### config.mk
export PLATFORM = sky130hd
export DESIGN_NAME = sync_word_frame_transceiver_flat
export DESIGN_NICKNAME = d
export VERILOG_FILES = /design/src/design/swft_pkg.sv /design/src/design/swft_if.sv /design/src/design/sync_word_frame_transceiver.sv /design/src/flat_wrapper.sv
export SDC_FILE = /design/constraint.sdc
export NUM_CORES = 1
export LEC_CHECK = 0
export ABC_CLOCK_PERIOD_IN_PS = 8300
export BUFFER_PORTS_ARGS = -buffer_cell sky130_fd_sc_hd__buf_4
export CORE_ASPECT_RATIO = 0.8
export CORE_MARGIN = 10
export CORE_UTILIZATION = 62
export DETAILED_ROUTE_END_ITERATION = 6
export HOLD_SLACK_MARGIN = 0.1
export PLACE_DENSITY = 0.81
export SLEW_MARGIN = 20
export SYNTH_ARGS = -nofsm -noshare
export SYNTH_HDL_FRONTEND = slang
export SYNTH_SLANG_ARGS = --single-unit
### constraint.sdc
create_clock -name clk -period 8.3 [get_ports clk]
set_input_delay 0 -clock clk [delete_from_list [all_inputs] [get_ports clk]]
set_output_delay 0 -clock clk [all_outputs]
set_load 0.005 [all_outputs]
### src/design/swft_pkg.sv
package swft_pkg;

  localparam int RX_W    = 8;
  localparam int LIDX_W  = 5;
  localparam int POS_W   = 5;
  localparam int FS_W    = 6;
  localparam int CMP_W   = 7;
  localparam int CNT_W   = 32;
  localparam int CFG_IDX_W = 2;
  localparam int CFG_DAT_W = 8;

  localparam logic [CMP_W-1:0] SYNC_LEN = 7'd2;

  localparam logic [CFG_IDX_W-1:0] CFG_FRAME_SIZE  = 2'd0;
  localparam logic [CFG_IDX_W-1:0] CFG_SYNC_FIRST  = 2'd1;
  localparam logic [CFG_IDX_W-1:0] CFG_SYNC_SECOND = 2'd2;

  localparam logic [FS_W-1:0] FRAME_SIZE_RST  = 6'd8;
  localparam logic [RX_W-1:0] SYNC_FIRST_RST  = 8'd170;
  localparam logic [RX_W-1:0] SYNC_SECOND_RST = 8'd85;

  typedef enum logic [1:0] {
    REQ_RX    = 2'd0,
    REQ_LOAD  = 2'd1,
    REQ_CLEAR = 2'd2
  } req_type_t;

  typedef enum logic [1:0] {
    LINK_IDLE    = 2'd0,
    LINK_SYNCING = 2'd1,
    LINK_XCVR    = 2'd2
  } link_state_t;

  typedef struct packed {
    logic              accepted;
    logic [POS_W-1:0]  byte_position;
    logic [RX_W-1:0]   data_byte;
    logic              frame_end;
    link_state_t       link_state;
    logic [CNT_W-1:0]  frames_received;
    logic [CNT_W-1:0]  bytes_lost_syncing;
    logic [CNT_W-1:0]  partial_frame_errors;
  } res_t;

endpackage

### src/design/swft_if.sv
interface swft_in_if;
  logic                         valid;
  logic                         ready;
  logic [1:0]                   req_type;
  logic [swft_pkg::RX_W-1:0]    rx_byte;
  logic [swft_pkg::LIDX_W-1:0]  load_index;
  logic [swft_pkg::RX_W-1:0]    load_value;

  modport source (output valid, req_type, rx_byte, load_index, load_value, input ready);
  modport sink (input valid, req_type, rx_byte, load_index, load_value, output ready);
endinterface

interface swft_out_if;
  logic                         valid;
  logic                         ready;
  logic [swft_pkg::RX_W-1:0]    tx_byte;
  logic                         accepted;
  logic [swft_pkg::POS_W-1:0]   byte_position;
  logic [swft_pkg::RX_W-1:0]    data_byte;
  logic                         frame_end;
  logic [1:0]                   link_state;
  logic [swft_pkg::CNT_W-1:0]   frames_received;
  logic [swft_pkg::CNT_W-1:0]   bytes_lost_syncing;
  logic [swft_pkg::CNT_W-1:0]   partial_frame_errors;

  modport source (output valid, tx_byte, accepted, byte_position, data_byte, frame_end,
                  link_state, frames_received, bytes_lost_syncing, partial_frame_errors,
                  input ready);
  modport sink (input valid, tx_byte, accepted, byte_position, data_byte, frame_end,
                link_state, frames_received, bytes_lost_syncing, partial_frame_errors,
                output ready);
endinterface

interface swft_cfg_if;
  logic                            valid;
  logic                            ready;
  logic [swft_pkg::CFG_IDX_W-1:0]  index;
  logic [swft_pkg::CFG_DAT_W-1:0]  data;

  modport source (output valid, index, data, input ready);
  modport sink (input valid, index, data, output ready);
endinterface

### src/design/sync_word_frame_transceiver.sv
// Channel   Dir  Transaction content
// cfg_ch    in   register index, write data (frame_size, sync_first, sync_second)
// in_ch     in   req_type, rx_byte, load_index, load_value
// out_ch    out  tx_byte, status flags, position, echo, three counters
//
// One transaction per cycle on in_ch while in_ch.ready is high; a received byte is read
// into the read stage at its accepting edge, then moves to the output register for out_ch.
// Loads and clears give no result; cfg_ch is always ready.
// rst_n is synchronous; no clearing pass, per-entry flags mark zeroed frames.
// in_ch.ready drops only while both the read stage and the output register
// hold results and out_ch.ready is low.
module sync_word_frame_transceiver #(
  parameter int MAX_FRAME = 32
) (
  input logic          clk,
  input logic          rst_n,
  swft_cfg_if.sink     cfg_ch,
  swft_in_if.sink      in_ch,
  swft_out_if.source   out_ch
);

  localparam int IDXW  = (MAX_FRAME > 2) ? $clog2(MAX_FRAME) : 1;
  localparam int DEPTH = 2 << IDXW;
  localparam logic [swft_pkg::CMP_W-1:0] MAX_C = swft_pkg::CMP_W'(MAX_FRAME);

  logic [swft_pkg::FS_W-1:0]  frame_size_r;
  logic [swft_pkg::RX_W-1:0]  sync_first_r;
  logic [swft_pkg::RX_W-1:0]  sync_second_r;

  logic [IDXW-1:0]             wp_r, wp_nxt;
  logic                        synced_r, synced_nxt;
  swft_pkg::link_state_t       mode_r, mode_nxt;
  logic [swft_pkg::CNT_W-1:0]  frame_cnt_r, frame_cnt_nxt;
  logic [swft_pkg::CNT_W-1:0]  lost_cnt_r, lost_cnt_nxt;
  logic [swft_pkg::CNT_W-1:0]  perr_cnt_r, perr_cnt_nxt;

  // Per entry: which bank holds the active / next byte, and whether it reads as zero.
  logic [MAX_FRAME-1:0] act_bank_r, act_bank_nxt;
  logic [MAX_FRAME-1:0] nxt_bank_r, nxt_bank_nxt;
  logic [MAX_FRAME-1:0] act_zero_r, act_zero_nxt;
  logic [MAX_FRAME-1:0] nxt_zero_r, nxt_zero_nxt;

  logic [swft_pkg::RX_W-1:0] tx_mem [DEPTH];
  logic [swft_pkg::RX_W-1:0] mem_rd_r;

  logic                  s1_valid_r;
  logic                  s1_zero_r;
  swft_pkg::res_t        s1_res_r;
  swft_pkg::res_t        res_nxt;
  logic                  out_valid_r;
  logic [swft_pkg::RX_W-1:0] out_tx_r;
  swft_pkg::res_t        out_res_r;

  logic                  s1_adv;
  logic                  in_fire;
  logic                  is_rx;
  logic                  mem_we;
  logic [IDXW:0]         mem_waddr;
  logic [IDXW:0]         mem_raddr;
  logic                  rd_zero;

  logic [swft_pkg::CMP_W-1:0] fsz, fs, wp_ext, wp_calc, pos_calc, tx_idx, lidx_ext;
  logic [IDXW-1:0]            lidx;
  logic [IDXW-1:0]            rd_idx;
  logic                       copy;
  logic                       acc;
  logic                       fend;

  function automatic logic [swft_pkg::CNT_W-1:0] sat_inc(logic [swft_pkg::CNT_W-1:0] v);
    return (&v) ? v : v + swft_pkg::CNT_W'(1);
  endfunction

  assign s1_adv      = !out_valid_r || out_ch.ready;
  assign in_ch.ready = !s1_valid_r || s1_adv;
  assign in_fire     = in_ch.valid && in_ch.ready;
  assign is_rx       = in_fire && (in_ch.req_type == swft_pkg::REQ_RX);
  assign cfg_ch.ready = 1'b1;

  // Clamp frame size to 2..MAX_FRAME.
  always_comb begin
    fsz = {1'b0, frame_size_r};
    if (fsz < swft_pkg::SYNC_LEN) begin
      fs = swft_pkg::SYNC_LEN;
    end else if (fsz > MAX_C) begin
      fs = MAX_C;
    end else begin
      fs = fsz;
    end
  end

  assign wp_ext   = swft_pkg::CMP_W'(wp_r);
  assign lidx_ext = swft_pkg::CMP_W'(in_ch.load_index);
  assign lidx     = lidx_ext[IDXW-1:0];

  // Frame tracking for a received byte.
  always_comb begin
    synced_nxt    = synced_r;
    mode_nxt      = mode_r;
    frame_cnt_nxt = frame_cnt_r;
    lost_cnt_nxt  = lost_cnt_r;
    perr_cnt_nxt  = perr_cnt_r;
    wp_calc       = wp_ext;
    pos_calc      = '0;
    acc           = 1'b0;
    fend          = 1'b0;
    if (!synced_r) begin
      mode_nxt = swft_pkg::LINK_SYNCING;
      if (wp_ext == 7'd0 && in_ch.rx_byte == sync_first_r) begin
        acc     = 1'b1;
        wp_calc = 7'd1;
      end else if (wp_ext == 7'd1 && in_ch.rx_byte == sync_second_r) begin
        acc        = 1'b1;
        pos_calc   = 7'd1;
        synced_nxt = 1'b1;
        wp_calc    = swft_pkg::SYNC_LEN;
        if (swft_pkg::SYNC_LEN >= fs) begin
          fend          = 1'b1;
          wp_calc       = '0;
          frame_cnt_nxt = sat_inc(frame_cnt_r);
        end
      end else begin
        lost_cnt_nxt = sat_inc(lost_cnt_r);
        wp_calc      = '0;
      end
    end else begin
      mode_nxt = swft_pkg::LINK_XCVR;
      if ((wp_ext == 7'd0 && in_ch.rx_byte != sync_first_r) ||
          (wp_ext == 7'd1 && in_ch.rx_byte != sync_second_r)) begin
        synced_nxt   = 1'b0;
        lost_cnt_nxt = sat_inc(lost_cnt_r);
        perr_cnt_nxt = sat_inc(perr_cnt_r);
        wp_calc      = '0;
      end else begin
        acc      = 1'b1;
        pos_calc = wp_ext;
        wp_calc  = wp_ext + 7'd1;
        if (wp_calc >= fs) begin
          fend          = 1'b1;
          wp_calc       = '0;
          frame_cnt_nxt = sat_inc(frame_cnt_r);
        end
      end
    end
    tx_idx = wp_calc + 7'd1;
    copy   = tx_idx >= fs;
    if (copy) begin
      tx_idx = '0;
    end
    wp_nxt = wp_calc[IDXW-1:0];

    res_nxt.accepted             = acc;
    res_nxt.byte_position        = pos_calc[swft_pkg::POS_W-1:0];
    res_nxt.data_byte            = in_ch.rx_byte;
    res_nxt.frame_end            = fend;
    res_nxt.link_state           = mode_nxt;
    res_nxt.frames_received      = frame_cnt_nxt;
    res_nxt.bytes_lost_syncing   = lost_cnt_nxt;
    res_nxt.partial_frame_errors = perr_cnt_nxt;
  end

  // Bank flags: a copy repoints active entries at the next bank, a load writes the
  // bank the active frame does not use, a clear marks every next entry zero.
  always_comb begin
    act_bank_nxt = act_bank_r;
    nxt_bank_nxt = nxt_bank_r;
    act_zero_nxt = act_zero_r;
    nxt_zero_nxt = nxt_zero_r;
    mem_we       = 1'b0;
    mem_waddr    = {~act_bank_r[lidx], lidx};
    if (in_fire) begin
      case (in_ch.req_type)
        swft_pkg::REQ_RX: begin
          if (copy) begin
            for (int i = 0; i < MAX_FRAME; i++) begin
              if (swft_pkg::CMP_W'(i) < fs) begin
                act_bank_nxt[i] = nxt_bank_r[i];
                act_zero_nxt[i] = nxt_zero_r[i];
              end
            end
          end
        end
        swft_pkg::REQ_LOAD: begin
          if (lidx_ext < fs) begin
            mem_we             = 1'b1;
            nxt_bank_nxt[lidx] = ~act_bank_r[lidx];
            nxt_zero_nxt[lidx] = 1'b0;
          end
        end
        swft_pkg::REQ_CLEAR: begin
          nxt_zero_nxt = '1;
        end
        default: begin
        end
      endcase
    end
  end

  // A copy always lands the read on entry zero, which the copy covers.
  assign rd_idx    = tx_idx[IDXW-1:0];
  assign mem_raddr = {copy ? nxt_bank_r[rd_idx] : act_bank_r[rd_idx], rd_idx};
  assign rd_zero   = copy ? nxt_zero_r[rd_idx] : act_zero_r[rd_idx];

  always_ff @(posedge clk) begin
    if (mem_we) begin
      tx_mem[mem_waddr] <= in_ch.load_value;
    end
    if (is_rx) begin
      mem_rd_r <= tx_mem[mem_raddr];
    end
  end

  always_ff @(posedge clk) begin
    if (!rst_n) begin
      frame_size_r  <= swft_pkg::FRAME_SIZE_RST;
      sync_first_r  <= swft_pkg::SYNC_FIRST_RST;
      sync_second_r <= swft_pkg::SYNC_SECOND_RST;
    end else if (cfg_ch.valid && cfg_ch.ready) begin
      case (cfg_ch.index)
        swft_pkg::CFG_FRAME_SIZE:  frame_size_r  <= cfg_ch.data[swft_pkg::FS_W-1:0];
        swft_pkg::CFG_SYNC_FIRST:  sync_first_r  <= cfg_ch.data;
        swft_pkg::CFG_SYNC_SECOND: sync_second_r <= cfg_ch.data;
        default: begin
        end
      endcase
    end
  end

  always_ff @(posedge clk) begin
    if (!rst_n) begin
      wp_r        <= '0;
      synced_r    <= 1'b0;
      mode_r      <= swft_pkg::LINK_IDLE;
      frame_cnt_r <= '0;
      lost_cnt_r  <= '0;
      perr_cnt_r  <= '0;
      act_bank_r  <= '0;
      nxt_bank_r  <= '0;
      act_zero_r  <= '1;
      nxt_zero_r  <= '1;
    end else begin
      if (is_rx) begin
        wp_r        <= wp_nxt;
        synced_r    <= synced_nxt;
        mode_r      <= mode_nxt;
        frame_cnt_r <= frame_cnt_nxt;
        lost_cnt_r  <= lost_cnt_nxt;
        perr_cnt_r  <= perr_cnt_nxt;
      end
      act_bank_r <= act_bank_nxt;
      nxt_bank_r <= nxt_bank_nxt;
      act_zero_r <= act_zero_nxt;
      nxt_zero_r <= nxt_zero_nxt;
    end
  end

  // Read stage, then output register.
  always_ff @(posedge clk) begin
    if (!rst_n) begin
      s1_valid_r  <= 1'b0;
      out_valid_r <= 1'b0;
    end else begin
      if (is_rx) begin
        s1_valid_r <= 1'b1;
      end else if (s1_adv) begin
        s1_valid_r <= 1'b0;
      end
      if (s1_adv) begin
        out_valid_r <= s1_valid_r;
      end
    end
  end

  always_ff @(posedge clk) begin
    if (is_rx) begin
      s1_res_r  <= res_nxt;
      s1_zero_r <= rd_zero;
    end
    if (s1_adv && s1_valid_r) begin
      out_res_r <= s1_res_r;
      out_tx_r  <= s1_zero_r ? '0 : mem_rd_r;
    end
  end

  assign out_ch.valid                = out_valid_r;
  assign out_ch.tx_byte              = out_tx_r;
  assign out_ch.accepted             = out_res_r.accepted;
  assign out_ch.byte_position        = out_res_r.byte_position;
  assign out_ch.data_byte            = out_res_r.data_byte;
  assign out_ch.frame_end            = out_res_r.frame_end;
  assign out_ch.link_state           = out_res_r.link_state;
  assign out_ch.frames_received      = out_res_r.frames_received;
  assign out_ch.bytes_lost_syncing   = out_res_r.bytes_lost_syncing;
  assign out_ch.partial_frame_errors = out_res_r.partial_frame_errors;

endmodule

### src/flat_wrapper.sv
// flat-port wrapper written by rule: the top's interface ports become plain ports
module sync_word_frame_transceiver_flat 
#(
  parameter int MAX_FRAME = 32
)
  (clk, rst_n, cfg_ch_valid, cfg_ch_index, cfg_ch_data, cfg_ch_ready, in_ch_valid, in_ch_req_type, in_ch_rx_byte, in_ch_load_index, in_ch_load_value, in_ch_ready, out_ch_valid, out_ch_tx_byte, out_ch_accepted, out_ch_byte_position, out_ch_data_byte, out_ch_frame_end, out_ch_link_state, out_ch_frames_received, out_ch_bytes_lost_syncing, out_ch_partial_frame_errors, out_ch_ready);
  swft_cfg_if cfg_ch_i ();
  swft_in_if in_ch_i ();
  swft_out_if out_ch_i ();
  input logic clk;
  input logic rst_n;
  input wire logic [$bits(cfg_ch_i.valid)-1:0] cfg_ch_valid;
  input wire logic [$bits(cfg_ch_i.index)-1:0] cfg_ch_index;
  input wire logic [$bits(cfg_ch_i.data)-1:0] cfg_ch_data;
  output wire logic [$bits(cfg_ch_i.ready)-1:0] cfg_ch_ready;
  input wire logic [$bits(in_ch_i.valid)-1:0] in_ch_valid;
  input wire logic [$bits(in_ch_i.req_type)-1:0] in_ch_req_type;
  input wire logic [$bits(in_ch_i.rx_byte)-1:0] in_ch_rx_byte;
  input wire logic [$bits(in_ch_i.load_index)-1:0] in_ch_load_index;
  input wire logic [$bits(in_ch_i.load_value)-1:0] in_ch_load_value;
  output wire logic [$bits(in_ch_i.ready)-1:0] in_ch_ready;
  output wire logic [$bits(out_ch_i.valid)-1:0] out_ch_valid;
  output wire logic [$bits(out_ch_i.tx_byte)-1:0] out_ch_tx_byte;
  output wire logic [$bits(out_ch_i.accepted)-1:0] out_ch_accepted;
  output wire logic [$bits(out_ch_i.byte_position)-1:0] out_ch_byte_position;
  output wire logic [$bits(out_ch_i.data_byte)-1:0] out_ch_data_byte;
  output wire logic [$bits(out_ch_i.frame_end)-1:0] out_ch_frame_end;
  output wire logic [$bits(out_ch_i.link_state)-1:0] out_ch_link_state;
  output wire logic [$bits(out_ch_i.frames_received)-1:0] out_ch_frames_received;
  output wire logic [$bits(out_ch_i.bytes_lost_syncing)-1:0] out_ch_bytes_lost_syncing;
  output wire logic [$bits(out_ch_i.partial_frame_errors)-1:0] out_ch_partial_frame_errors;
  input wire logic [$bits(out_ch_i.ready)-1:0] out_ch_ready;
  assign cfg_ch_i.valid = cfg_ch_valid;
  assign cfg_ch_i.index = cfg_ch_index;
  assign cfg_ch_i.data = cfg_ch_data;
  assign cfg_ch_ready = cfg_ch_i.ready;
  assign in_ch_i.valid = in_ch_valid;
  assign in_ch_i.req_type = in_ch_req_type;
  assign in_ch_i.rx_byte = in_ch_rx_byte;
  assign in_ch_i.load_index = in_ch_load_index;
  assign in_ch_i.load_value = in_ch_load_value;
  assign in_ch_ready = in_ch_i.ready;
  assign out_ch_valid = out_ch_i.valid;
  assign out_ch_tx_byte = out_ch_i.tx_byte;
  assign out_ch_accepted = out_ch_i.accepted;
  assign out_ch_byte_position = out_ch_i.byte_position;
  assign out_ch_data_byte = out_ch_i.data_byte;
  assign out_ch_frame_end = out_ch_i.frame_end;
  assign out_ch_link_state = out_ch_i.link_state;
  assign out_ch_frames_received = out_ch_i.frames_received;
  assign out_ch_bytes_lost_syncing = out_ch_i.bytes_lost_syncing;
  assign out_ch_partial_frame_errors = out_ch_i.partial_frame_errors;
  assign out_ch_i.ready = out_ch_ready;
  sync_word_frame_transceiver #(.MAX_FRAME(MAX_FRAME)) u_core (.clk(clk), .rst_n(rst_n), .cfg_ch(cfg_ch_i), .in_ch(in_ch_i), .out_ch(out_ch_i));
endmodule
Word-level counts from Yosys, hierarchy flattened

Memory sizes are Yosys's and may differ from the RTL's. A register that Yosys moved wholly into a read port is not among the register bits.
Cells that the tools add are included.

Bits in registers: 489
RAM bits: 512
Input port bits: 38
Output and inout bits: 124
Logic and storage cells: 277
Memories kept: 1

$add $sub $neg: 5
$lt $le $gt $ge: 41
Equality and inequality tests: 10
Muxes and demuxes: 65
Bitwise gates (word level): 3
Reductions and logical operators: 58

Memory list:

| memory        | words | width | rd ports | clocked after memory_dff | wr ports | RTL line                          | text |
|---|---|---|---|---|---|---|---|
| u_core.tx_mem | 64    | 8     | 1        | 1                        | 1        | sync_word_frame_transceiver.sv:43 | `logic [swft_pkg::RX_W-1:0] tx_mem [DEPTH];` |

Operators by type and width:

| operator                                                    | number |
|---|---|
| 2-to-1 mux 32 bit                                           | 16 |
| AND reduction 4 bit                                         | 32 |
| less-than comparator 5 x 7 -> 1 bit (first input constant)  | 16 |
| adder 32 x 1 -> 32 bit (second input constant)              | 3 |
| AND reduction 32 bit                                        | 3 |
| one-hot mux 32 bit (2 select lines)                         | 1 |
| less-than comparator 4 x 7 -> 1 bit (first input constant)  | 8 |
| 2-to-1 mux 7 bit                                            | 5 |
| AND 32 bit                                                  | 1 |
| bitwise mux 32 bit                                          | 1 |
| inverter 32 bit                                             | 1 |
| 2-to-1 mux 1 bit                                            | 29 |
| less-than comparator 3 x 7 -> 1 bit (first input constant)  | 4 |
| binary-select mux 1 bit (select 5 bit)                      | 5 |
| == test 8 bit                                               | 2 |
| inequality test 8 bit                                       | 2 |
| 2-to-1 mux 5 bit                                            | 3 |
| >= comparator 7 bit                                         | 2 |
| less-than comparator 1 x 7 -> 1 bit (first input constant)  | 2 |
| less-than comparator 2 x 7 -> 1 bit (first input constant)  | 2 |
| less-than comparator 5 x 6 -> 1 bit (second input constant) | 2 |
| logical AND 1 bit                                           | 8 |
| adder 7 x 1 -> 7 bit (second input constant)                | 1 |
| >= comparator 2 x 7 -> 1 bit (first input constant)         | 1 |
| other kinds (20)                                            | 32 |

Depth between registers and ports, before layout

Gate-level depths: netlist of the first run.

Depth in word-level cells: 14
Depth in mapped cells: 38
Depth with buffers taken out: 29

Least setup slack after synthesis of the first run

No wires, ideal clock.

Path kind: reg-to-reg
Start point: register u_core.wp_r[0]
End point: register u_core.mem_rd_r[6] (netlist name) (read register of u_core.tx_mem), data pin
Setup time: 0.260 ns
Data arrival time: 7.079 ns
Required time: 8.040 ns
Setup slack: 0.962 ns
Cell stages (with the launch flop): 37
Buffers on the path: 9
Clock period less this slack: 7.338 ns
Cells stage by stage: dfxtp_1 ha_1 nand3_1 xor2_1 inv_1 ha_1 o21ai_0 nor2b_1 o21ai_0 a21oi_1 o21ai_1 inv_2 buf_4 buf_4 buf_4 ha_1 or4_1 o211a_1 clkinv_2 buf_6 buf_4 buf_4 buf_6 ha_1 o21ai_0 a21oi_1 a221oi_1 clkbuf_1 buf_2 nand3_1 nand3_1 o22ai_1 a32o_1 nor4_1 a211oi_1 a211o_1 mux2_2

Longest elaborated chain between the ends: 11
Elaborated cells on any way between the ends: 22
Those cells by class: add/sub: 2; order compare: 2; eq/ne: 1; mux: 11; reduce/logical: 6

Ends and longest elaborated chain:

| item                                         | RTL line                                                               | text |
|---|---|---|
| start: declaration                           | sync_word_frame_transceiver.sv:30                                      | `logic [IDXW-1:0] wp_r, wp_nxt;` |
| start signal: assignment                     | sync_word_frame_transceiver.sv:242                                     | `wp_r <= wp_nxt;` |
| adder 5 x 1 -> 6 bit (tied with other cells) | sync_word_frame_transceiver.sv:136                                     | `wp_calc = wp_ext + 7'd1;` |
| >= comparator 7 bit (tied with other cells)  | sync_word_frame_transceiver.sv:137                                     | `if (wp_calc >= fs) begin` |
| 2-to-1 mux 7 bit (tied with other cells)     | sync_word_frame_transceiver.sv:137                                     |  |
| 2-to-1 mux 7 bit (on tied branches)          | sync_word_frame_transceiver.sv:127, sync_word_frame_transceiver.sv:108 |  |
| 2-to-1 mux 7 bit (*)                         | sync_word_frame_transceiver.sv:106                                     | `if (!synced_r) begin` |
| net u_core.wp_calc, one bit                  | sync_word_frame_transceiver.sv:62                                      | `logic [swft_pkg::CMP_W-1:0] fsz, fs, wp_ext, wp_calc, pos_calc, tx_idx, lidx_ext;` |
| adder 7 x 1 -> 7 bit (*)                     | sync_word_frame_transceiver.sv:144                                     | `tx_idx = wp_calc + 7'd1;` |
| >= comparator 7 bit                          | sync_word_frame_transceiver.sv:145                                     | `copy = tx_idx >= fs;` |
| 2-to-1 mux 5 bit                             | sync_word_frame_transceiver.sv:146                                     | `if (copy) begin` |
| binary-select mux 1 bit (select 5 bit)       | sync_word_frame_transceiver.sv:200                                     | `assign mem_raddr = {copy ? nxt_bank_r[rd_idx] : act_bank_r[rd_idx], rd_idx};` |
| 2-to-1 mux 1 bit (not written as such)       | sync_word_frame_transceiver.sv:200                                     |  |
| 2-to-1 mux 1 bit                             | sync_word_frame_transceiver.sv:200                                     |  |
| end: declaration                             | sync_word_frame_transceiver.sv:44                                      | `logic [swft_pkg::RX_W-1:0] mem_rd_r;` |

Mark *: on every way through the listed nets, which the timed path passes. The rest lies on a longest branch. The select of a mux whose other input is x is not followed.
A chain may end at the register's enable or synchronous reset.

Final worst setup path of the first run

Start point: register u_core.frame_size_r[5] (netlist name)
End point: register u_core.mem_rd_r[3] (netlist name) (read register of u_core.tx_mem), data pin

Longest elaborated chain between the ends: 14
Elaborated cells on any way between the ends: 20
Those cells by class: add/sub: 1; order compare: 5; mux: 14

Ends and longest elaborated chain:

| item                                   | RTL line                           | text |
|---|---|---|
| start: declaration                     | sync_word_frame_transceiver.sv:26  | `logic [swft_pkg::FS_W-1:0] frame_size_r;` |
| start signal: assignment               | sync_word_frame_transceiver.sv:214 | `frame_size_r <= swft_pkg::FRAME_SIZE_RST;` |
| start signal: assignment               | sync_word_frame_transceiver.sv:219 | `swft_pkg::CFG_FRAME_SIZE: frame_size_r <= cfg_ch.data[swft_pkg::FS_W-1:0];` |
| > comparator 6 bit                     | sync_word_frame_transceiver.sv:84  | `end else if (fsz > MAX_C) begin` |
| 2-to-1 mux 6 bit                       | sync_word_frame_transceiver.sv:84  |  |
| 2-to-1 mux 7 bit (*)                   | sync_word_frame_transceiver.sv:82  | `if (fsz < swft_pkg::SYNC_LEN) begin` |
| >= comparator 2 x 7 -> 1 bit           | sync_word_frame_transceiver.sv:116 | `if (swft_pkg::SYNC_LEN >= fs) begin` |
| 2-to-1 mux 2 bit                       | sync_word_frame_transceiver.sv:116 |  |
| 2-to-1 mux 2 bit                       | sync_word_frame_transceiver.sv:111 | `end else if (wp_ext == 7'd1 && in_ch.rx_byte == sync_second_r) begin` |
| 2-to-1 mux 7 bit                       | sync_word_frame_transceiver.sv:108 | `if (wp_ext == 7'd0 && in_ch.rx_byte == sync_first_r) begin` |
| 2-to-1 mux 7 bit (*)                   | sync_word_frame_transceiver.sv:106 |  |
| net u_core.wp_calc, one bit            | sync_word_frame_transceiver.sv:62  |  |
| adder 7 x 1 -> 7 bit (*)               | sync_word_frame_transceiver.sv:144 |  |
| >= comparator 7 bit                    | sync_word_frame_transceiver.sv:145 |  |
| 2-to-1 mux 5 bit                       | sync_word_frame_transceiver.sv:146 |  |
| binary-select mux 1 bit (select 5 bit) | sync_word_frame_transceiver.sv:200 |  |
| 2-to-1 mux 1 bit (not written as such) | sync_word_frame_transceiver.sv:200 |  |
| 2-to-1 mux 1 bit                       | sync_word_frame_transceiver.sv:200 |  |

Marks and branches as above.

==> results of run 1 <==
==> power groups by stage <==
stage / sequential, W / clock [W] / combinational [W]
6_report: 0.00547 / 0.00427 / 0.000438
5_1_grt: 0.00547 / 0.00451 / 0.000463
4_1_cts: 0.00547 / 0.00432 / 0.000427
3_5_place_dp: 0.00558 / 0 / 0.000406
3_3_place_gp: 0.00557 / 0 / 0.000396
2_1_floorplan: 0.00557 / 0 / 0.000236
==> cell usage in the layout (no fill, tap or decap), types with 46 or more instances in the layout <==
cell type | synthesis | routed
a21oi_1 | 48 | 48
and2_1 | 68 | 68
and3_1 | 56 | 56
buf_4 | 18 | 200
clkbuf_16 | 0 | 96
dfxtp_1 | 254 | 254
dlygate4sd3_1 | 0 | 46
edfxtp_1 | 755 | 755
mux2i_1 | 226 | 226
nand2_1 | 348 | 347
nand3_1 | 140 | 140
nor2_1 | 178 | 178
nor2b_1 | 62 | 61
nor3_1 | 49 | 46
o21ai_0 | 104 | 104
xnor2_1 | 99 | 99
xor2_1 | 75 | 75
==> area by class of cell <==
cell class | count | share of cell area, %
Inverter | 30 | 0.254
Clock buffer | 117 | 5.37
Tap cell | 913 | 2.41
Clock inverter | 56 | 1.08
Timing Repair Buffer | 248 | 4.22
Multi-Input combinational cell | 1982 | 28.0
Sequential cell | 1009 | 58.7
==> critical path: cells and delay by family (launching register included) <==
| family | cells | cell delay, ns |
|---|---|---|
| compound gates | 10 | 1.92 |
| xor+xnor | 1 | 0.17 |
| fa+ha+maj | 3 | 0.83 |
| simple gates | 7 | 2.10 |
| mux | 1 | 0.38 |
| buf+inv | 6 | 1.25 |
| flops | 1 | 0.66 |
==> synthesized netlist by cell type (5+ instances only) <==
library cell and number:
a211oi_1 21, a21boi_0 42, a21oi_1 48, a22oi_1 6, a31oi_1 19, and2_1 68, and3_1 56, and4_1 5
buf_1 8, buf_2 33, buf_4 18, buf_6 8, clkbuf_1 111, dfxtp_1 254, edfxtp_1 755, ha_1 22
inv_1 26, mux2_1 8, mux2_2 24, mux2i_1 226, mux4_2 25, nand2_1 348, nand2b_1 11, nand3_1 140
nand3b_1 8, nand4_1 43, nor2_1 178, nor2b_1 62, nor3_1 49, nor3b_1 7, nor4_1 23, o211ai_1 31
o21a_1 22, o21ai_0 104, o21ai_1 8, o21bai_1 18, o221ai_1 12, o22a_1 11, o22ai_1 31, o311a_1 15
o31ai_1 5, or2_2 14, or3_1 37, xnor2_1 99, xor2_1 75
==> cells by family after synthesis <==
logic type	share of synthesized area (%)
AO/OA/AOI/OAI	7.02
XOR/XNOR	3.64
AND/OR/NAND/NOR	12.5
adder cells (fa/ha/maj)	0.681
buffers and inverters	2.27
other	0.00895
multiplexers	7.60
flip-flops	66.2
==> registers in the layout, indices dropped and copies added (netlist names), 32 cells and up <==
signal / flops
u_core.tx_mem: 512
u_core.nxt_zero_r: 32
u_core.out_ch.partial_frame_errors: 32
u_core.frame_cnt_r: 32
u_core.act_zero_r: 32
u_core.perr_cnt_r: 32
u_core.nxt_bank_r: 32
u_core.lost_cnt_r: 32
u_core.act_bank_r: 32
u_core.out_ch.bytes_lost_syncing: 32
u_core.out_ch.frames_received: 32
u_core.s1_res_r: 113
==> path summary, 6_finish.rpt <==
path                                             start  slack [ns]  cells past startpoint                                end
worst max-delay path            u_core.frame_size_r[5]        0.67                     28                 u_core.mem_rd_r[3]
worst min register to register     u_core.s1_res_r[75]        0.41                      0  u_core.out_ch.frames_received[11]
worst min-delay path                  in_ch_rx_byte[5]        0.13                      2               u_core.s1_res_r[104]
worst max register to register  u_core.frame_size_r[5]        0.67                     28                 u_core.mem_rd_r[3]
==> metal layers <==
metal | up-vias | wire length, um | GRT usage (%)
met5 | - | 0 | 0
li1 | 12156 | - | -
met2 | 1430 | 48300 | 41.1
met3 | 249 | 10300 | 5.29
met4 | 0 | 3330 | 8.48
met1 | 13506 | 42800 | 35.9
==> timing repair <==
action / in CTS / in global routing
setup endpoints to repair: 0 / 0
hold endpoints to repair: 623 / 0
hold buffers: 46 / 0
gates resized for setup: 0 / 0
==> metrics by stage <==
step / area (um^2) / total power, W
finish: 47300 / 0.0102
global route: 47300 / 0.0104
CTS: 47300 / 0.0102
detailed placement: 43800 / 0.00598
global placement: 43800 / 0.00597
floorplan: 41900 / 0.00581
==> impl_metrics.csv, run 1 <==
group,metric,value,unit
finish,insertedDiodeCount,0,
clocking,path_clk_slew,0.07,ns
grt,grt_max_degree,85,
worst_setup_path,cp-end-kind,"flop",
grt,grt_pass1_vias,26251,
placement,dp.cells,4135,
clocking,cts_tree,"built",
finish,layout.nets,3425,
timing,fin_crit,7.63,ns
logic_synthesis,yosys-top-cells-area,"edfxtp_1 (54%), dfxtp_1 (12%), mux2i_1 (5.4%)",
timing,layout_setup_ws,0.671,ns
logic_synthesis,ys_ff_latch,1009,
clocking,clk_latency,0.66,ns
placement,io_buffers,160,
clocking,htreeDepth,3,
power_and_ir_drop,p_leak,16.0,nW
logic_synthesis,yosysTopAreaCell,"edfxtp_1",
placement,dp_hpwl,67600,um
floorplanning,die_h,253,um
min_path,min_path_type,"input pin to flop",
power_and_ir_drop,power.share.clock,42.0,%
power_and_ir_drop,power_per_cell_area,215,nW/um^2
timing,drv_slew,0,
job,cap_violations,0,
clocking,cts_root_buf,"clkbuf_16",
route,drtPass1Iterations,6,
timing,finalSetupViolations,0,
logic_synthesis,syn_nets,3259,
timing,worst_pin_slew,1.06,ns
route,wire_per_inst,24.1,um
route,vias,27341,
logic_synthesis,synthFlopType,"edfxtp_1",
clocking,cts_buffers,94,
floorplanning,dieArea,78400,um^2
floorplanning,initial_core_util,62.4,%
power_and_ir_drop,seqPwrFrac,53.7,%
outcome,outcome,"completed",
grt,antenna_found_initial,1,
timing,fin_skew,0.0343,ns
timing,fin_setup_tns,0,ns
power_and_ir_drop,ir_worst_vdd,183,uV
logic_synthesis,yosysWarnings,0,
route,via_per_inst,6.28,
finish,area_delta_synth_final,12.9,%
route,wl,105000,um
logic_synthesis,synth_area,41900,um^2
worst_setup_path,worstPathArrival,8.03,ns
finish,multi_input_area,13300,um^2
logic_synthesis,synth_edf_count,755,
grt,grt_pass1_wl,159000,um
floorplanning,fp-row-count,85,
logic_synthesis,synth_area_per_cell,13.1,um^2
worst_setup_path,critPathMaxStageDelay,0.66,ns
power_and_ir_drop,pwr-share-comb,4.3,%
placement,gp_congestion,0.983,
finish,ff_latch_area,27800,um^2
finish,fillCellCount,4454,
logic_synthesis,async_reset_ff_share,0,%
finish,fin_util,70.5,%
route,drt_first_iter_violations,3251,
finish,final_cells,4355,
clocking,cts.sinks,1009,
route,postRouteAntennaNets,0,
timing,rsz0062_at_grt,"false",
timing,finalHoldViolCount,0,
worst_setup_path,required,8.70,ns
worst_setup_path,critical_path.max_fanout,29,
worst_setup_path,crit_slowest_cell,"dfxtp_1",
power_and_ir_drop,p_switching,0.00217,W
grt,grt_overflow,0,
timing,slew_headroom,28.9,%
route,drc,0,
floorplanning,die_x,311,um
power_and_ir_drop,switching_share,21.3,%
logic_synthesis,ys_seq_area_share,66.2,%
power_and_ir_drop,p_int,0.00801,W
grt,grtUsageTotal,26.0,%
floorplanning,io_pins,162,
worst_setup_path,startpoint_type,"flop",
finish,drive_gt1_share,12.8,%
clocking,clockBufferDepth,3,
timing,post-route-period-util,91.9,%
placement,pre_cts_ws,0.845,ns
worst_setup_path,path_class,"flop to flop",
timing,hold_slack,0.126,ns
floorplanning,coreArea,67100,um^2
timing,max_freq,131,MHz
logic_synthesis,netlist_instances,3199,
logic_synthesis,yosysUniqueCellTypes,85,
logic_synthesis,yosysTopAreaCellShare,54.1,%
clocking,post_cts_buffers,0,
Power figures use the tool's default switching activity.
==> inputs of run 2 (changes only) <==
--- a/config.mk
+++ b/config.mk
@@ -10,6 +10,7 @@
 export CORE_ASPECT_RATIO = 0.8
 export CORE_MARGIN = 10
 export CORE_UTILIZATION = 62
+export CTS_BUF_LIST = sky130_fd_sc_hd__clkbuf_8
 export DETAILED_ROUTE_END_ITERATION = 6
 export HOLD_SLACK_MARGIN = 0.1
 export PLACE_DENSITY = 0.81
==> run 2 against run 1 <==
Net effect:
- the run now ends with design-rule violations left
- worst hold slack gained 0.10 ns
- power shrank 4.4%
- wire length grew 1.2%
- fmax shrank 0.88%
==> impl_metrics.csv, run 2 (synthesis gave the netlist of run 1 again) <==
group,metric,value,unit
route,vias,27799,
floorplanning,initial_core_util,62.4,%
floorplanning,fp-row-count,85,
grt,grt_max_degree,85,
worst_setup_path,path_class,"flop to flop",
timing,fin_setup_tns,0,ns
clocking,path_clk_slew,0.06,ns
worst_setup_path,cp_num_buf_inv,5,
timing,finalSetupViolations,0,
finish,drive_gt1_share,13.9,%
finish,final_cell_mix,"edfxtp_1 (755), nand2_1 (347), dfxtp_1 (254), mux2i_1 (226), buf_4 (200)",
finish,final_area,47300,um^2
placement,gp_congestion,0.983,
grt,grtUsageTotal,26.5,%
finish,registers.top_by_ff_count,"u_core.tx_mem",
finish,final_common_cell,"edfxtp_1",
grt,grt_pass1_vias,26965,
clocking,cts_root_buf,"clkbuf_8",
worst_setup_path,path_common_cell,"ha_1",
floorplanning,io_pins,162,
clocking,clk_latency,0.83,ns
grt,grt_pass1_wl,161000,um
worst_setup_path,path_delay_family,"compound AO/OA/AOI/OAI gates",
timing,max_freq,130,MHz
route,drtPass1Iterations,7,
timing,hold_slack,0.225,ns
finish,largest_reg_flops,512,
finish,top_regs,"u_core.tx_mem x512, u_core.s1_res_r x113",
floorplanning,dieArea,78400,um^2
timing,fin_skew,0.0383,ns
timing,rsz0062_at_grt,"false",
finish,area_delta_synth_final,12.9,%
placement,io_buffers,160,
floorplanning,die_h,253,um
clocking,cts_buffers,150,
worst_setup_path,cp-end-kind,"flop",
route,drt_first_iter_violations,3659,
outcome,outcome,"complete, but fails checks",
power_and_ir_drop,ir_worst_vdd,162,uV
min_path,min_path_type,"input pin to flop",
floorplanning,die_x,311,um
job,cap_violations,0,
grt,grt_overflow,0,
outcome,failed_checks,"design-rule violations",
worst_setup_path,crit_slowest_cell,"dfxtp_1",
timing,finalHoldViolCount,0,
route,via_per_inst,6.21,
clocking,htreeDepth,4,
power_and_ir_drop,p_leak,16.2,nW
worst_setup_path,worstPathArrival,8.25,ns
clocking,cts.sinks,1009,
timing,slew_headroom,18.3,%
power_and_ir_drop,power_per_cell_area,206,nW/um^2
floorplanning,coreArea,67100,um^2
worst_setup_path,startpoint_type,"flop",
worst_setup_path,required,8.86,ns
route,wire_per_inst,23.7,um
route,postRouteAntennaNets,0,
clocking,ctsHoldBuffers,71,
timing,drv_slew,0,
timing,worst_pin_slew,1.22,ns
clocking,cts_resized,0,
clocking,clockBufferDepth,3,
worst_setup_path,critPathMaxStageDelay,0.57,ns
finish,layout.nets,3505,
clocking,cts_tree,"built",
timing,post-route-period-util,92.7,%
route,wl,106000,um
grt,antenna_found_initial,0,
placement,placed_cell_area,43800,um^2
worst_setup_path,critical_path.max_fanout,48,
timing,fin_crit,7.70,ns
route,drc,7,
placement,dp_hpwl,67600,um
finish,fin_util,70.5,%
clocking,post_cts_buffers,0,
==> run 2: layout make-up <==
| cell class | instances | area (um^2) |
|---|---|---|
| clock buffers | 167 | 2300 |
| inverters | 30 | 120 |
| well taps | 913 | 1140 |
| clock inverters | 104 | 507 |
| multi-input cells | 1982 | 13300 |
| repair buffers | 272 | 2230 |
| flip-flops and latches | 1009 | 27800 |
| fillers | 4483 | 19800 |
| diodes | 2 | 5.00 |
==> run 2: tightest hold or removal path, delay by kind of cell <==
kind / cells / cell delay, ns
simple gates: 1 / 0.12
buf+inv: 2 / 0.86
==> run 2: worst paths after layout <==
kind                                      startpoint                    endpoint  slack, ns  cells after the start
worst max register to register        u_core.wp_r[0]          u_core.mem_rd_r[7]       0.60                     27
worst min-delay path                           rst_n        u_core.act_zero_r[5]       0.23                      3
worst max-delay path                  u_core.wp_r[0]          u_core.mem_rd_r[7]       0.60                     27
worst min register to register  u_core.s1_res_r[100]  u_core.out_ch.data_byte[1]       0.40                      0
==> run 2: metal layers <==
layer	wire length, um	up-vias	global-route usage [%]
li1	-	12316	-
met1	43000	13619	35.8
met2	48400	1569	41.2
met3	11100	295	6.59
met4	3440	0	9.87
met5	0	-	0
==> run 2: per-stage QoR <==
step / cells / total power, W / setup WS [ns]
after floorplan: 3199 / 0.00581 / 0.962
after global placement: 4135 / 0.00597 / 1.06
after detailed placement: 4135 / 0.00598 / 0.845
after CTS: 4477 / 0.00976 / 0.777
after global routing: 4477 / 0.0100 / 0.138
final: 4479 / 0.00973 / 0.603
==> run 2: where the power goes <==
part           internal [W]  switching [W]  leakage (nW)
sequential          0.00545      0.0000182          8.61
clock               0.00191        0.00190          1.60
combinational      0.000143       0.000303          5.97
